**config.mk**
```make
export PLATFORM = sky130hd
export DESIGN_NAME = http_request_parser
export DESIGN_NICKNAME = d
export VERILOG_FILES = /design/src/rtl/hrp_pkg.sv /design/src/rtl/http_request_parser.sv
export SDC_FILE = /design/constraint.sdc
export NUM_CORES = 1
export LEC_CHECK = 0
export BUFFER_PORTS_ARGS = -buffer_cell sky130_fd_sc_hd__buf_2
export CAP_MARGIN = 20
export CORE_ASPECT_RATIO = 0.75
export CORE_UTILIZATION = 39
export CTS_BUF_LIST = sky130_fd_sc_hd__clkbuf_8 sky130_fd_sc_hd__clkbuf_16
export DETAILED_ROUTE_END_ITERATION = 12
export PLACE_DENSITY_LB_ADDON = 0.12
export REMOVE_ABC_BUFFERS = 1
export SYNTH_ARGS = -nofsm -noshare
export SYNTH_HDL_FRONTEND = slang
export SYNTH_SLANG_ARGS = --single-unit
```
**constraint.sdc**
```tcl
create_clock -name clock -period 6.7 [get_ports clock]
set_input_delay 2.01 -clock clock [delete_from_list [all_inputs] [get_ports clock]]
set_output_delay 2.01 -clock clock [all_outputs]
set_load 0.01 [all_outputs]
```
**src/rtl/hrp_pkg.sv**
```systemverilog
// hrp_pkg: types and constants for the HTTP request parser.
// No dependencies.
package hrp_pkg;

   typedef enum logic [12:0] {
      PH_METHOD     = 13'h0001,
      PH_PATH       = 13'h0002,
      PH_VERSION    = 13'h0004,
      PH_VER_CR     = 13'h0008,
      PH_VER_LF     = 13'h0010,
      PH_LINE_START = 13'h0020,
      PH_NAME       = 13'h0040,
      PH_VALUE      = 13'h0080,
      PH_VALUE_LF   = 13'h0100,
      PH_END_LF     = 13'h0200,
      PH_BODY       = 13'h0400,
      PH_DONE       = 13'h0800,
      PH_ERROR      = 13'h1000
   } phase_type;

   localparam logic [2:0] PART_DELIM   = 3'd0;
   localparam logic [2:0] PART_METHOD  = 3'd1;
   localparam logic [2:0] PART_PATH    = 3'd2;
   localparam logic [2:0] PART_VERSION = 3'd3;
   localparam logic [2:0] PART_NAME    = 3'd4;
   localparam logic [2:0] PART_VALUE   = 3'd5;
   localparam logic [2:0] PART_BODY    = 3'd6;
   localparam logic [2:0] PART_IGNORED = 3'd7;

   localparam logic [2:0] CLOSE_NONE   = 3'd0;
   localparam logic [2:0] CLOSE_METHOD = 3'd1;
   localparam logic [2:0] CLOSE_PATH   = 3'd2;
   localparam logic [2:0] CLOSE_NAME   = 3'd3;
   localparam logic [2:0] CLOSE_VALUE  = 3'd4;
   localparam logic [2:0] CLOSE_BODY   = 3'd5;

   localparam logic [1:0] ST_BUSY  = 2'd0;
   localparam logic [1:0] ST_DONE  = 2'd1;
   localparam logic [1:0] ST_ERROR = 2'd2;

   localparam logic [1:0] CSR_METHOD = 2'd0;
   localparam logic [1:0] CSR_PATH   = 2'd1;
   localparam logic [1:0] CSR_NAME   = 2'd2;
   localparam logic [1:0] CSR_VALUE  = 2'd3;

   localparam logic [7:0] CH_CR    = 8'd13;
   localparam logic [7:0] CH_LF    = 8'd10;
   localparam logic [7:0] CH_SP    = 8'd32;
   localparam logic [7:0] CH_COLON = 8'd58;
   localparam logic [7:0] CH_ZERO  = 8'd48;

   localparam logic [12:0] LIM_CAP = 13'd4096;

   // "HTTP/1." by offset
   function automatic logic [7:0] version_char(input logic [2:0] idx);
      case (idx)
         3'd0:    version_char = 8'h48;
         3'd1:    version_char = 8'h54;
         3'd2:    version_char = 8'h54;
         3'd3:    version_char = 8'h50;
         3'd4:    version_char = 8'h2F;
         3'd5:    version_char = 8'h31;
         default: version_char = 8'h2E;
      endcase
   endfunction

   // "content-length" by offset
   function automatic logic [7:0] length_char(input logic [3:0] idx);
      case (idx)
         4'd0:    length_char = 8'h63;
         4'd1:    length_char = 8'h6F;
         4'd2:    length_char = 8'h6E;
         4'd3:    length_char = 8'h74;
         4'd4:    length_char = 8'h65;
         4'd5:    length_char = 8'h6E;
         4'd6:    length_char = 8'h74;
         4'd7:    length_char = 8'h2D;
         4'd8:    length_char = 8'h6C;
         4'd9:    length_char = 8'h65;
         4'd10:   length_char = 8'h6E;
         4'd11:   length_char = 8'h67;
         4'd12:   length_char = 8'h74;
         4'd13:   length_char = 8'h68;
         default: length_char = 8'h00;
      endcase
   endfunction

endpackage

```
**src/rtl/http_request_parser.sv**
```systemverilog
// http_request_parser: byte-serial HTTP/1.x request parser, top level.
// Depends on hrp_pkg.
//
//   channel | ports                                   | direction
//   req     | req_valid req_stall req_data_byte req_first_byte | in
//   rsp     | rsp_valid rsp_stall rsp_part ... rsp_status      | out
//   csr     | csr_write csr_index csr_data                     | in
//
// One word per cycle while the result is not stalled; each word is parsed
// combinationally by the phase logic and its result lands in a one-entry output register.
// Input is taken while the output register is empty or being drained.
// Reset is synchronous and restores limits and parse state.
// A stalled result holds; parse state advances only on an accepted word.
module http_request_parser #(
   parameter int unsigned MAX_REQUEST_BYTES = 8388608
) (
   input  logic        clock,
   input  logic        reset,
   input  logic        req_valid,
   output logic        req_stall,
   input  logic [7:0]  req_data_byte,
   input  logic        req_first_byte,
   output logic        rsp_valid,
   input  logic        rsp_stall,
   output logic [2:0]  rsp_part,
   output logic [2:0]  rsp_closed_field,
   output logic [11:0] rsp_closed_len,
   output logic [22:0] rsp_position,
   output logic        rsp_http_minor,
   output logic [31:0] rsp_content_length,
   output logic [1:0]  rsp_status,
   input  logic        csr_write,
   input  logic [1:0]  csr_index,
   input  logic [12:0] csr_data
);
   import hrp_pkg::*;

   localparam logic [22:0] LAST_POS = 23'(MAX_REQUEST_BYTES - 1);

   logic [7:0]  method_limit_ff, name_limit_ff;
   logic [12:0] path_limit_ff, value_limit_ff;
   phase_type   phase_ff, phase_in;
   logic [11:0] count_ff, count_in;
   logic [22:0] pos_ff, pos_in;
   logic        held_ff, held_in, minor_ff, minor_in, match_ff, match_in;
   logic        found_ff, found_in, digits_ff, digits_in;
   logic [31:0] blen_ff, blen_in, brem_ff, brem_in;
   logic        out_valid_ff;
   logic [2:0]  part_ff, part_in, closed_ff, closed_in;
   logic [11:0] clen_ff, clen_in;
   logic [22:0] opos_ff, opos_in;
   logic [1:0]  status_ff, status_in;
   logic        accept;

   assign req_stall = out_valid_ff & rsp_stall;
   assign accept = req_valid & ~req_stall;

   // configuration registers
   always_ff @(posedge clock) begin
      if (reset) begin
         method_limit_ff <= 8'd16;
         path_limit_ff   <= 13'd2048;
         name_limit_ff   <= 8'd128;
         value_limit_ff  <= 13'd1024;
      end else if (csr_write) begin
         case (csr_index)
            CSR_METHOD: method_limit_ff <= csr_data[7:0];
            CSR_PATH:   path_limit_ff   <= csr_data;
            CSR_NAME:   name_limit_ff   <= csr_data[7:0];
            CSR_VALUE:  value_limit_ff  <= csr_data;
            default: ;
         endcase
      end
   end

   // next-state logic for one word
   always_comb begin
      phase_type   ph;
      logic [11:0] cnt, cnt1, cnt2;
      logic        held, match, found, digits;
      logic [31:0] blen, brem;
      logic [7:0]  b, lb;
      logic [12:0] plim, vlim, lim;
      logic [22:0] pos;
      logic        nm;
      b = req_data_byte;
      lb = (b >= 8'h41 && b <= 8'h5A) ? b + 8'd32 : b;
      if (req_first_byte) begin
         ph = PH_METHOD; cnt = '0; pos = '0; held = 1'b0; minor_in = 1'b0;
         match = 1'b1; found = 1'b0; digits = 1'b0; blen = '0; brem = '0;
      end else begin
         ph = phase_ff; cnt = count_ff; pos = pos_ff; held = held_ff;
         minor_in = minor_ff; match = match_ff; found = found_ff;
         digits = digits_ff; blen = blen_ff; brem = brem_ff;
      end
      plim = (path_limit_ff > LIM_CAP) ? LIM_CAP : path_limit_ff;
      vlim = (value_limit_ff > LIM_CAP) ? LIM_CAP : value_limit_ff;
      lim = plim;
      cnt1 = cnt + 12'd1;
      cnt2 = cnt + 12'd2;
      part_in = PART_IGNORED;
      closed_in = CLOSE_NONE;
      clen_in = '0;
      pos_in = (pos < 23'h7FFFFF) ? pos + 23'd1 : pos;
      phase_in = ph;
      count_in = cnt; held_in = held; match_in = match; found_in = found;
      digits_in = digits; blen_in = blen; brem_in = brem;
      // name handling shared by line start and name phases
      nm = 1'b0;
      case (ph)
         PH_METHOD, PH_PATH: begin
            lim = (ph == PH_METHOD) ? {5'd0, method_limit_ff} : plim;
            if (b == CH_SP) begin
               if (cnt == '0 || {1'b0, cnt} >= lim) phase_in = PH_ERROR;
               else begin
                  part_in = PART_DELIM;
                  closed_in = (ph == PH_METHOD) ? CLOSE_METHOD : CLOSE_PATH;
                  clen_in = cnt;
                  count_in = '0;
                  phase_in = (ph == PH_METHOD) ? PH_PATH : PH_VERSION;
               end
            end else begin
               part_in = (ph == PH_METHOD) ? PART_METHOD : PART_PATH;
               count_in = cnt1;
               if ({1'b0, cnt1} >= lim) phase_in = PH_ERROR;
            end
         end
         PH_VERSION: begin
            part_in = PART_VERSION;
            if (cnt < 12'd7) begin
               if (b == version_char(cnt[2:0])) count_in = cnt1;
               else phase_in = PH_ERROR;
            end else if (b == CH_ZERO || b == CH_ZERO + 8'd1) begin
               minor_in = b[0];
               count_in = '0;
               phase_in = PH_VER_CR;
            end else phase_in = PH_ERROR;
         end
         PH_VER_CR: begin
            part_in = PART_DELIM;
            phase_in = (b == CH_CR) ? PH_VER_LF : PH_ERROR;
         end
         PH_VER_LF, PH_VALUE_LF: begin
            part_in = PART_DELIM;
            phase_in = (b == CH_LF) ? PH_LINE_START : PH_ERROR;
         end
         PH_LINE_START: begin
            if (b == CH_CR) begin
               part_in = PART_DELIM;
               phase_in = PH_END_LF;
            end else begin
               cnt = '0; cnt1 = 12'd1; cnt2 = 12'd2; held = 1'b0; match = 1'b1;
               count_in = '0; held_in = 1'b0; match_in = 1'b1;
               phase_in = PH_NAME;
               nm = 1'b1;
            end
         end
         PH_NAME: nm = 1'b1;
         PH_VALUE: begin
            if (b == CH_CR) begin
               if (cnt == '0 || {1'b0, cnt} >= vlim) phase_in = PH_ERROR;
               else begin
                  part_in = PART_DELIM;
                  closed_in = CLOSE_VALUE;
                  clen_in = cnt;
                  count_in = '0;
                  digits_in = 1'b0;
                  phase_in = PH_VALUE_LF;
               end
            end else begin
               part_in = PART_VALUE;
               if (digits) begin
                  if (b >= CH_ZERO && b <= CH_ZERO + 8'd9)
                     blen_in = (blen << 3) + (blen << 1) + {24'd0, b - CH_ZERO};
                  else digits_in = 1'b0;
               end
               count_in = cnt1;
               if ({1'b0, cnt1} >= vlim) phase_in = PH_ERROR;
            end
         end
         PH_END_LF: begin
            if (b != CH_LF) phase_in = PH_ERROR;
            else begin
               part_in = PART_DELIM;
               brem_in = blen;
               if (blen == '0) begin
                  closed_in = CLOSE_BODY;
                  phase_in = PH_DONE;
               end else phase_in = PH_BODY;
            end
         end
         PH_BODY: begin
            part_in = PART_BODY;
            brem_in = brem - 32'd1;
            if (brem == 32'd1) begin
               closed_in = CLOSE_BODY;
               clen_in = (blen > 32'd4095) ? 12'd4095 : blen[11:0];
               phase_in = PH_DONE;
            end
         end
         PH_DONE: part_in = PART_IGNORED;
         default: phase_in = PH_ERROR;
      endcase
      if (nm) begin
         if (held) begin
            if (b == CH_SP) begin
               held_in = 1'b0;
               closed_in = CLOSE_NAME;
               clen_in = cnt;
               if (match && cnt == 12'd14 && !found) begin
                  found_in = 1'b1;
                  digits_in = 1'b1;
               end
               count_in = '0;
               phase_in = PH_VALUE;
               part_in = PART_DELIM;
            end else begin
               match_in = 1'b0;
               if (b == CH_COLON) begin
                  count_in = cnt1;
                  if (cnt1 >= {4'd0, name_limit_ff}) phase_in = PH_ERROR;
                  part_in = PART_DELIM;
               end else begin
                  held_in = 1'b0;
                  count_in = cnt2;
                  if (cnt2 >= {4'd0, name_limit_ff}) phase_in = PH_ERROR;
                  part_in = PART_NAME;
               end
            end
         end else if (b == CH_COLON) begin
            if (cnt < {4'd0, name_limit_ff}) held_in = 1'b1;
            else phase_in = PH_ERROR;
            part_in = PART_DELIM;
         end else begin
            if (cnt >= 12'd14 || lb != length_char(cnt[3:0])) match_in = 1'b0;
            count_in = cnt1;
            if (cnt1 >= {4'd0, name_limit_ff}) phase_in = PH_ERROR;
            part_in = PART_NAME;
         end
      end
      if (phase_in != PH_DONE && phase_in != PH_ERROR && pos >= LAST_POS)
         phase_in = PH_ERROR;
      if (phase_in == PH_ERROR) begin
         part_in = PART_IGNORED;
         closed_in = CLOSE_NONE;
         clen_in = '0;
      end
      status_in = (phase_in == PH_DONE) ? ST_DONE :
                  (phase_in == PH_ERROR) ? ST_ERROR : ST_BUSY;
      opos_in = pos;
   end

   // parse state
   always_ff @(posedge clock) begin
      if (reset) begin
         phase_ff <= PH_METHOD; count_ff <= '0; pos_ff <= '0; held_ff <= 1'b0;
         minor_ff <= 1'b0; match_ff <= 1'b1; found_ff <= 1'b0; digits_ff <= 1'b0;
         blen_ff <= '0; brem_ff <= '0;
      end else if (accept) begin
         phase_ff <= phase_in; count_ff <= count_in; pos_ff <= pos_in;
         held_ff <= held_in; minor_ff <= minor_in; match_ff <= match_in;
         found_ff <= found_in; digits_ff <= digits_in;
         blen_ff <= blen_in; brem_ff <= brem_in;
      end
   end

   // result register
   always_ff @(posedge clock) begin
      if (reset) out_valid_ff <= 1'b0;
      else if (accept) out_valid_ff <= 1'b1;
      else if (!rsp_stall) out_valid_ff <= 1'b0;
   end

   always_ff @(posedge clock) begin
      if (accept) begin
         part_ff <= part_in; closed_ff <= closed_in; clen_ff <= clen_in;
         opos_ff <= opos_in; status_ff <= status_in;
      end
   end

   assign rsp_valid          = out_valid_ff;
   assign rsp_part           = part_ff;
   assign rsp_closed_field   = closed_ff;
   assign rsp_closed_len     = clen_ff;
   assign rsp_position       = opos_ff;
   assign rsp_http_minor     = minor_ff;
   assign rsp_content_length = blen_ff;
   assign rsp_status         = status_ff;

endmodule

```
==> results.txt, run 1 <==
Max Slew Vio Count -> 0
CP Data Arrival Time -> 6.56 ns
CTS max path bufs -> 3
actual slew at the worst max-slew pin -> 1.16 ns
Ant. Diodes -> 0
Final WS setup -> 0.538 ns
Util after Layout -> 0.451
NumNets Final -> 2278
GR Layer Usage met1 -> 0.436
Root Driver -> clkbuf_16
crit path max-delay cell type -> nor4bb_1
Critical Path RT -> 7.10 ns
GR Layer Usage met3 -> 0.0601
Worst slew margin -> 0.218
antenna-violating nets left -> 0
Largest stage delay, worst path -> 0.43 ns
layout cells sized above 1 -> 0.107
synthesis-to-finish area growth -> 12.6%
first-pass GRT wire length -> 88000 um
vias post-DR -> 15722
Vias/cell -> 5.98
Pwr per Cell Area -> 179 nW/um^2
Post-Syn Area -> 15500 sq um
largest net degree at the start of global routing -> 70
gpl congestion -> 1.00
CP Capture Type -> flop
min Tclk post-route -> 6.16 ns
Fillers -> 3926
post-synthesis mux area share -> 0.00839
Setup-failing EPs final -> 0
drt pass-1 iters -> 6
Synth Area in Adders -> 0.124
post-cts sizing count -> 0
H-tree depth -> 1
CP Class -> in2reg
num ports -> 107
reg2reg path depth -> 15
CTS tree -> done
Max Cap Viol -> 0
Register Area -> 4490 sq um
Post-Synth XOR/XNOR Area -> 0.0440
vias in the first global route -> 14559
initial antenna violation count -> 0
clock slew at reported path FFs -> 0.06 ns
Post-CTS Setup Inserts -> 0
drt initial violations -> 1780
Leak -> 0.00744 uW
post-DR wirelength/cell -> 21.8 um
Hold Violations, Final -> 0
startpoint types -> input port
Routed Wire Length -> 57400 um
grt ovf -> 0
simple-gate share of the synthesized area -> 0.268
Post-Layout Inst Area -> 17500 sq um
Fin Hold WS -> 0.457 ns
Reg2Reg Launch Point -> phase_ff[4]
cts bufs inserted -> 23
Fmax -> 162 MHz
compound-cell area share of the yosys netlist -> 0.222
Most used DFF post-synth -> dfxtp_1
status -> complete, no violations
worst min path class -> reg2reg
GRT Total Usage -> 0.278
peak supply drop -> 195 uV
initial core utilization -> 0.401
period utilization -> 0.920
unrepaired setup endpoints after global routing -> no
die area -> 40600 sq um
Multi-input gate area -> 10300 sq um
library cells used by synthesis -> 86
Hold Path Stages -> 2
CP max FO -> 22
worst-path cell chain -> buf_2 -> inv_1 -> ha_1 -> nor4bb_1 -> and4b_1 -> nor2_1 -> buf_12 -> nor3_1 -> ha_1 -> a21oi_1 -> nand2_1 -> a211oi_1 -> o21ai_0 -> nor3b_1 -> o31ai_1 -> a211oi_1 -> a21oi_2 -> nor2b_4 -> buf_4 -> and2_1
Post-Route Skew -> 0.0347 ns
worst skew pair latency -> 0.56 ns
hold-fix buffers at CTS -> 0
fraction of registers with async set/reset -> 0
yosys warns -> 0
sequential area share after synthesis -> 0.290
Die Y -> 175 um
Post-synth EDFFs -> 43
# port buffers -> 106
GR peak layer -> met1
Core Footprint -> 38700 sq um
R2R setup slack -> 1.74 ns
#FFs+latches synth -> 203
placed cell area -> 16700 sq um
FF-to-FF End -> count_ff[2]
met2 usage -> 0.376
Clock Sinks -> 203
pre-CTS setup slack -> 0.0966 ns
drc violations -> 0
hold_sp -> value_limit_ff[0]
Rows -> 62
Mapped Avg Cell Area -> 7.69 sq um
Cells after Synth -> 2018
largest family of logic cells by synthesized area -> simple AND/OR/NAND/NOR gates
Worst Hold End -> value_limit_ff[0]
Die W -> 232 um
DP HPWL -> 42900 um
## flip-flops by register name, summed over array words and instances, names as in the netlist, 2 cells and up
name / flops
phase_ff: 13
value_limit_ff: 13
count_ff: 12
rsp_closed_field: 3
rsp_part: 3
rsp_content_length: 32
pos_ff: 23
rsp_position: 23
name_limit_ff: 8
method_limit_ff: 8
rsp_status: 2
brem_ff: 32
rsp_closed_len: 12
path_limit_ff: 13
## layout by cell type (no fill, tap or decap), types with 18 or more instances in the layout
cell	n
xor2_1	36
a31oi_1	22
xnor2_1	42
a21oi_1	174
nor4_1	30
and2_1	19
a211oi_1	18
nor2b_1	63
a22oi_1	37
dfxtp_1	160
nor3_1	53
a21o_1	20
inv_1	79
nand2b_1	32
edfxtp_1	43
ha_1	144
buf_4	54
clkbuf_16	24
o21ai_0	123
nor2_1	223
nand2_1	253
nand3_1	65
buf_2	104
## worst max path at each step
stage | startpoint | end | cells past startpoint
after floorplan | rsp_stall | rsp_content_length[17] | 6
after global placement | req_data_byte[4] | rsp_closed_len[0] | 20
after detailed placement | req_data_byte[4] | rsp_closed_len[8] | 20
after CTS | req_data_byte[4] | rsp_closed_len[8] | 20
after global routing | req_data_byte[4] | rsp_closed_len[8] | 20
final | req_data_byte[4] | rsp_closed_len[8] | 20
## Yosys cell counts, types with 30 or more instances
master	count	area share
dfxtp_1	160	0.21
xnor2_1	42	0.024
edfxtp_1	43	0.083
nor4_1	30	0.012
clkbuf_1	79	0.019
nand2_1	254	0.061
nor3_1	53	0.017
o21ai_0	123	0.040
nand3_1	65	0.021
ha_1	144	0.12
a22oi_1	37	0.018
nor2_1	224	0.054
nor2b_1	63	0.025
inv_1	72	0.017
a21oi_1	174	0.056
nand2b_1	32	0.013
xor2_1	36	0.020
## routing by layer
layer | routed length [um] | share of wire
met1 | 28400 | 0.50
met2 | 22500 | 0.39
met3 | 5220 | 0.091
met4 | 1210 | 0.021
met5 | 0 | 0
## cell families after synthesis
logic type / after synthesis
mux: 13
fa+ha+maj: 150
compound gates: 547
buf+inv: 178
simple gates: 849
xor+xnor: 78
flops: 203
## critical path, delay by kind of cell
| kind | cells | cell delay [ns] |
|---|---|---|
| AND/OR/NAND/NOR | 8 | 1.97 |
| AO/OA/AOI/OAI | 6 | 1.24 |
| adder cells (fa/ha/maj) | 2 | 0.59 |
| buffers and inverters | 4 | 0.74 |
## power by group
part / internal [uW] / total (uW) / switching (uW) / leakage (uW)
Clock: 747 / 1320 / 569 / 0.000405
Combinational: 163 / 487 / 324 / 0.00531
Sequential: 1290 / 1320 / 33.1 / 0.00173
## stage by stage
stage	total power, uW	instances	setup TNS [ns]
final	3120	2628	0
after detailed placement	1820	2586	0
after CTS	3140	2628	0
after global placement	1820	2586	0
after global routing	3240	2628	0
after floorplan	1620	1915	-2.50
## area by class of cell
cell class | count | share of cell area
clock buffers | 29 | 0.0383
clock inverters | 13 | 0.00573
inverters | 75 | 0.0163
multi-input cells | 1637 | 0.592
flip-flops and latches | 203 | 0.257
well taps | 512 | 0.0367
repair buffers | 159 | 0.0541
(Power assumes the default switching activity.)
==> inputs of run 2 (changes only) <==
--- a/config.mk
+++ b/config.mk
@@ -5,6 +5,7 @@
 export SDC_FILE = /design/constraint.sdc
 export NUM_CORES = 1
 export LEC_CHECK = 0
+export ABC_AREA = 1
 export BUFFER_PORTS_ARGS = -buffer_cell sky130_fd_sc_hd__buf_2
 export CAP_MARGIN = 20
 export CORE_ASPECT_RATIO = 0.75
==> run 2 against run 1 <==
Effect of this change:
- design area up 8.4%
- utilization down 0.52 points
- first-iteration DRC count down 6.8%
- sequential power about the same
- worst setup slack better by 0.18 ns
- clock power up 8%
- count of clock-buffer cells in the layout down 1
- wire length up 14%
- register-to-register slack better by 0.45 ns
- via count up 16%
- fmax up 3.1%
- critical path type unchanged
==> results.txt, run 2 <==
Ant. Diodes -> 0
most frequent cells in the layout -> 453 x nand2_1, 366 x inv_1, 296 x nor2_1, 238 x a21oi_1, 223 x o21ai_0
Die W -> 243 um
commonest non-fill, non-tap cell in the layout -> nand2_1
Rows -> 65
Worst slew margin -> 0.340
largest family of logic cells by synthesized area -> simple AND/OR/NAND/NOR gates
H-tree depth -> 1
grt ovf -> 0
reg2reg path depth -> 26
post-DR wirelength/cell -> 20.2 um
largest net degree at the start of global routing -> 77
first-pass GRT wire length -> 99300 um
GRT Total Usage -> 0.290
fraction of registers with async set/reset -> 0
hold-fix buffers at CTS -> 0
M1 WL -> 32300 um
Critical Path RT -> 6.99 ns
simple-gate share of the synthesized area -> 0.280
CP Class -> in2reg
library cells used by synthesis -> 64
sequential area share after synthesis -> 0.266
drt pass-1 iters -> 5
synthesis-to-finish area growth -> 11.9%
Hold Violations, Final -> 0
Max Slew Vio Count -> 0
num ports -> 107
yosys warns -> 0
Setup-failing EPs final -> 0
Most used DFF post-synth -> dfxtp_1
peak supply drop -> 178 uV
layout cells sized above 1 -> 0.103
Post-synth EDFFs -> 43
unrepaired setup endpoints after global routing -> no
clock slew at reported path FFs -> 0.07 ns
Top Layer Used -> met4
# port buffers -> 106
Fmax -> 167 MHz
Max Cap Viol -> 0
Fillers -> 4463
CTS tree -> done
period utilization -> 0.892
CP Capture Type -> flop
antenna-violating nets left -> 0
drc violations -> 0
Core Footprint -> 42500 sq um
Root Driver -> clkbuf_16
Reg2Reg Launch Point -> phase_ff[2]
actual slew at the worst max-slew pin -> 0.979 ns
Post-Synth XOR/XNOR Area -> 0.0176
top cells by count, synth -> 453 x nand2_1, 363 x inv_1, 297 x nor2_1, 238 x a21oi_1, 223 x o21ai_0
Pwr per Cell Area -> 185 nW/um^2
Met2 Routed Length -> 24800 um
cts bufs inserted -> 24
Post-CTS Setup Inserts -> 0
met3 routed WL -> 6860 um
NumNets Final -> 2826
Cells after Synth -> 2559
#FFs+latches synth -> 203
Post-Syn Area -> 16900 sq um
Die Y -> 182 um
drt initial violations -> 1659
Clock Sinks -> 203
area leader, netlist -> dfxtp_1
post-cts sizing count -> 0
placed cell count -> 3190
vias in the first global route -> 16394
initial antenna violation count -> 0
Largest stage delay, worst path -> 0.31 ns
Mapped Avg Cell Area -> 6.61 sq um
crit path max-delay cell type -> buf_4
status -> complete, no violations
DP HPWL -> 49800 um
R2R setup slack -> 2.19 ns
top-count cell post-synth -> nand2_1
pre-CTS setup slack -> 0.307 ns
critical path endpoint -> rsp_part[2]
Leak -> 0.00877 uW
post-route insts no fill -> 3234
worst min path class -> reg2reg
min Tclk post-route -> 5.98 ns
CP most frequent cell -> nand2_1
Routed Wire Length -> 65400 um
Worst Setup SP -> req_first_byte
Fin Hold WS -> 0.466 ns
worst skew pair latency -> 0.55 ns
Post-Route Skew -> 0.0170 ns
Yosys top cell area share -> 0.189
compound-cell area share of the yosys netlist -> 0.213
top cells by area, synth -> dfxtp_1 19%, ha_1 11%, nand2_1 10%, inv_1 8.1%, edfxtp_1 7.6%
CTS max path bufs -> 3
die area -> 44200 sq um
FF-to-FF End -> rsp_part[2]
Vias/cell -> 5.66
vias post-DR -> 18309
CP max FO -> 18
initial core utilization -> 0.399
Synth Area in Adders -> 0.114
CP Data Arrival Time -> 6.27 ns
gpl congestion -> 1.03
Final WS setup -> 0.723 ns
post-synthesis mux area share -> 0
startpoint types -> input port
[run 2: changes by cell type after synthesis, sizes merged, moves of 28 or more]
cell	delta
inv	+299
nand2	+207
nor2	+108
o21ai	+105
nand3	+69
nor2b	-64
a21oi	+63
a22oi	-35
xnor2	-35
nand2b	-32
nand4	+28
[run 2: area by class of cell]
cell class	instances	area (sq um)	share of cell area
clock buffers	28	678	0.0358
flip-flops and latches	203	4490	0.237
well taps	569	712	0.0376
inverters	378	1420	0.0750
repair buffers	156	906	0.0478
clock inverters	16	161	0.00852
multi-input cells	1884	10600	0.558
[run 2: report_power, final]
part           switching (uW)  total, uW  internal (uW)
sequential               33.1       1340           1310
combinational             521        745            224
clock                     577       1420            838
[run 2: metrics by stage]
stage | setup TNS, ns | area (sq um) | power, uW | util
5_1_grt | 0 | 18900 | 3660 | 0.446
6_report | 0 | 18900 | 3500 | 0.446
3_3_place_gp | 0 | 18100 | 2090 | 0.426
2_1_floorplan | -389.34 | 16500 | 1840 | -
4_1_cts | 0 | 18900 | 3510 | 0.446
3_5_place_dp | 0 | 18100 | 2090 | 0.426
[run 2: worst max-delay path, delay by kind of cell]
family,cells,cell delay (ns)
AO/OA/AOI/OAI,2,0.22
adder cells (fa/ha/maj),1,0.27
buffers and inverters,7,1.30
AND/OR/NAND/NOR,20,2.43
[run 2: metal layers]
metal,vias up,global-route usage
li1,8837,-
met1,8563,0.439
met2,815,0.397
met3,94,0.0810
met4,0,0.0610
met5,-,0
[run 2: how the worst min path moves through the flow]
stage,endpoint,from,depth (start not counted)
4_1_cts,pos_ff[13],pos_ff[13],2
3_5_place_dp,pos_ff[13],pos_ff[13],2
2_1_floorplan,method_limit_ff[4],method_limit_ff[4],2
5_1_grt,brem_ff[24],brem_ff[24],2
6_report,pos_ff[13],pos_ff[13],2
3_3_place_gp,pos_ff[13],pos_ff[13],2
[run 2: cells by family after synthesis]
| logic type | Yosys count |
|---|---|
| adders and majority gates | 150 |
| xor gates and xnor gates | 34 |
| DFF | 203 |
| and+or+nand+nor | 1074 |
| buffers and inverters | 472 |
| AOI/OAI and AO/OA | 626 |
==> inputs of run 3 (changes only) <==
--- a/config.mk
+++ b/config.mk
@@ -14,6 +14,7 @@
 export DETAILED_ROUTE_END_ITERATION = 12
 export PLACE_DENSITY_LB_ADDON = 0.12
 export REMOVE_ABC_BUFFERS = 1
+export SETUP_SLACK_MARGIN = 0.1
 export SYNTH_ARGS = -nofsm -noshare
 export SYNTH_HDL_FRONTEND = slang
 export SYNTH_SLANG_ARGS = --single-unit
==> constraint.sdc (replaced) <==
create_clock -name clock -period 6.8 [get_ports clock]
set_input_delay 2.04 -clock clock [delete_from_list [all_inputs] [get_ports clock]]
set_output_delay 2.04 -clock clock [all_outputs]
set_load 0.01 [all_outputs]
==> run 3 against run 2 <==
Effect of this change:
- global-route usage grew 1.2 points
- total power shrank 0.68%
- sequential cell count is the same
- highest routed layer unchanged
- worst hold slack is essentially flat
==> results.txt, run 3 (synthesis gave the netlist of run 2 again) <==
R2R setup slack -> 2.11 ns
DP HPWL -> 51500 um
Die Y -> 182 um
GR Layer Usage met3 -> 0.0535
Largest stage delay, worst path -> 0.42 ns
peak supply drop -> 184 uV
Post-Layout Inst Area -> 18900 sq um
Critical Path RT -> 7.11 ns
drt initial violations -> 1932
CP most frequent cell -> inv_1
total power -> 3480 uW
Core Footprint -> 42500 sq um
Pwr per Cell Area -> 184 nW/um^2
worst skew pair latency -> 0.56 ns
worst min path class -> reg2reg
crit path max-delay cell type -> inv_1
gpl congestion -> 1.02
CTS tree -> done
reg2reg path depth -> 26
grt ovf -> 0
post-cts sizing count -> 0
layout cells sized above 1 -> 0.104
Multi-input gate area -> 10600 sq um
GR peak layer -> met1
GRT Total Usage -> 0.302
vias in the first global route -> 16738
Setup-failing EPs final -> 0
most frequent cells in the layout -> 453 x nand2_1, 363 x inv_1, 296 x nor2_1, 238 x a21oi_1, 223 x o21ai_0
H-tree depth -> 1
drt pass-1 iters -> 5
synthesis-to-finish area growth -> 12.0%
Reg2Reg Launch Point -> count_ff[2]
initial core utilization -> 0.399
die area -> 44200 sq um
Clock Sinks -> 203
Worst Setup SP -> req_first_byte
clock slew at reported path FFs -> 0.06 ns
Routed Wire Length -> 67600 um
Ant. Diodes -> 0
placed cell area -> 18100 sq um
met2 usage -> 0.420
post-DR wirelength/cell -> 20.9 um
unrepaired setup endpoints after global routing -> no
CP max FO -> 18
Fillers -> 4553
Worst slew margin -> 0.293
# port buffers -> 106
period utilization -> 0.889
CTS max path bufs -> 3
Vias/cell -> 5.67
drc violations -> 0
startpoint types -> input port
placed cell count -> 3187
Max Cap Viol -> 0
CP Capture Type -> flop
post-route insts no fill -> 3235
critical path endpoint -> rsp_part[2]
Register Area -> 4490 sq um
cts bufs inserted -> 26
sum of negative setup slack -> 0 ns
CP Class -> in2reg
Hold Violations, Final -> 0
GR Layer Usage met1 -> 0.472
Fmax -> 165 MHz
actual slew at the worst max-slew pin -> 1.05 ns
min Tclk post-route -> 6.05 ns
NumNets Final -> 2825
first-pass GRT wire length -> 103000 um
Leak -> 0.00875 uW
Post-CTS Setup Inserts -> 0
largest net degree at the start of global routing -> 87
CP Data Arrival Time -> 6.35 ns
num ports -> 107
status -> complete, no violations
Root Driver -> clkbuf_16
initial antenna violation count -> 0
FF-to-FF End -> rsp_closed_len[3]
Max Slew Vio Count -> 0
vias post-DR -> 18334
Rows -> 65
hold-fix buffers at CTS -> 0
commonest non-fill, non-tap cell in the layout -> nand2_1
Post-Route Skew -> 0.0129 ns
Die W -> 243 um
antenna-violating nets left -> 0
[run 3: changes by cell type in the layout (fill, tap and decap cells not counted), sizes merged]
| cell | previous run | this run |
|---|---|---|
| buf | 156 | 153 |
| bufinv | 3 | 1 |
| clkbuf | 28 | 31 |
| clkinv | 12 | 16 |
| clkinvlp | 2 | 5 |
| inv | 377 | 373 |
[run 3: worst min path at each step]
| stage | from | end | slack, ns | cells after the start |
|---|---|---|---|---|
| floorplan | method_limit_ff[4] | method_limit_ff[4] | 0.43 | 2 |
| global placement | pos_ff[13] | pos_ff[13] | 0.45 | 2 |
| detailed placement | brem_ff[7] | brem_ff[7] | 0.46 | 2 |
| CTS | brem_ff[7] | brem_ff[7] | 0.47 | 2 |
| global route | brem_ff[7] | brem_ff[7] | 0.49 | 2 |
| finish | brem_ff[7] | brem_ff[7] | 0.47 | 2 |
[run 3: layout make-up]
class	count	share of cell area
Tap cell	569	0.0376
Timing Repair Buffer	153	0.0466
Inverter	378	0.0750
Sequential cell	203	0.237
Clock buffer	31	0.0392
Clock inverter	17	0.00660
Multi-Input combinational cell	1884	0.558
[run 3: critical path, delay by kind of cell]
| family | cells | cell delay (ns) |
|---|---|---|
| simple gates | 15 | 2.04 |
| buf+inv | 11 | 1.81 |
| compound gates | 1 | 0.11 |
| fa+ha+maj | 1 | 0.29 |
[run 3: metal layers]
metal	vias up	share of wire
met1	8553	0.50
li1	8831	-
met3	82	0.093
met4	0	0.018
met2	868	0.39
met5	-	0
[run 3: metrics by stage]
stage	hold slack, ns	setup slack, ns	utilization
CTS	0.467	0.949	0.446
detailed placement	0.456	0.367	0.426
finish	0.466	0.754	0.446
global placement	0.449	0.439	0.426
global route	0.493	0.481	0.446
floorplan	0.429	-4.75	-
[run 3: power by group]
| part | internal, uW | leakage, uW | switching, uW | total [uW] |
|---|---|---|---|---|
| Sequential | 1290 | 0.00173 | 33.2 | 1320 |
| Clock | 814 | 0.000419 | 596 | 1410 |
| Combinational | 222 | 0.00659 | 524 | 746 |
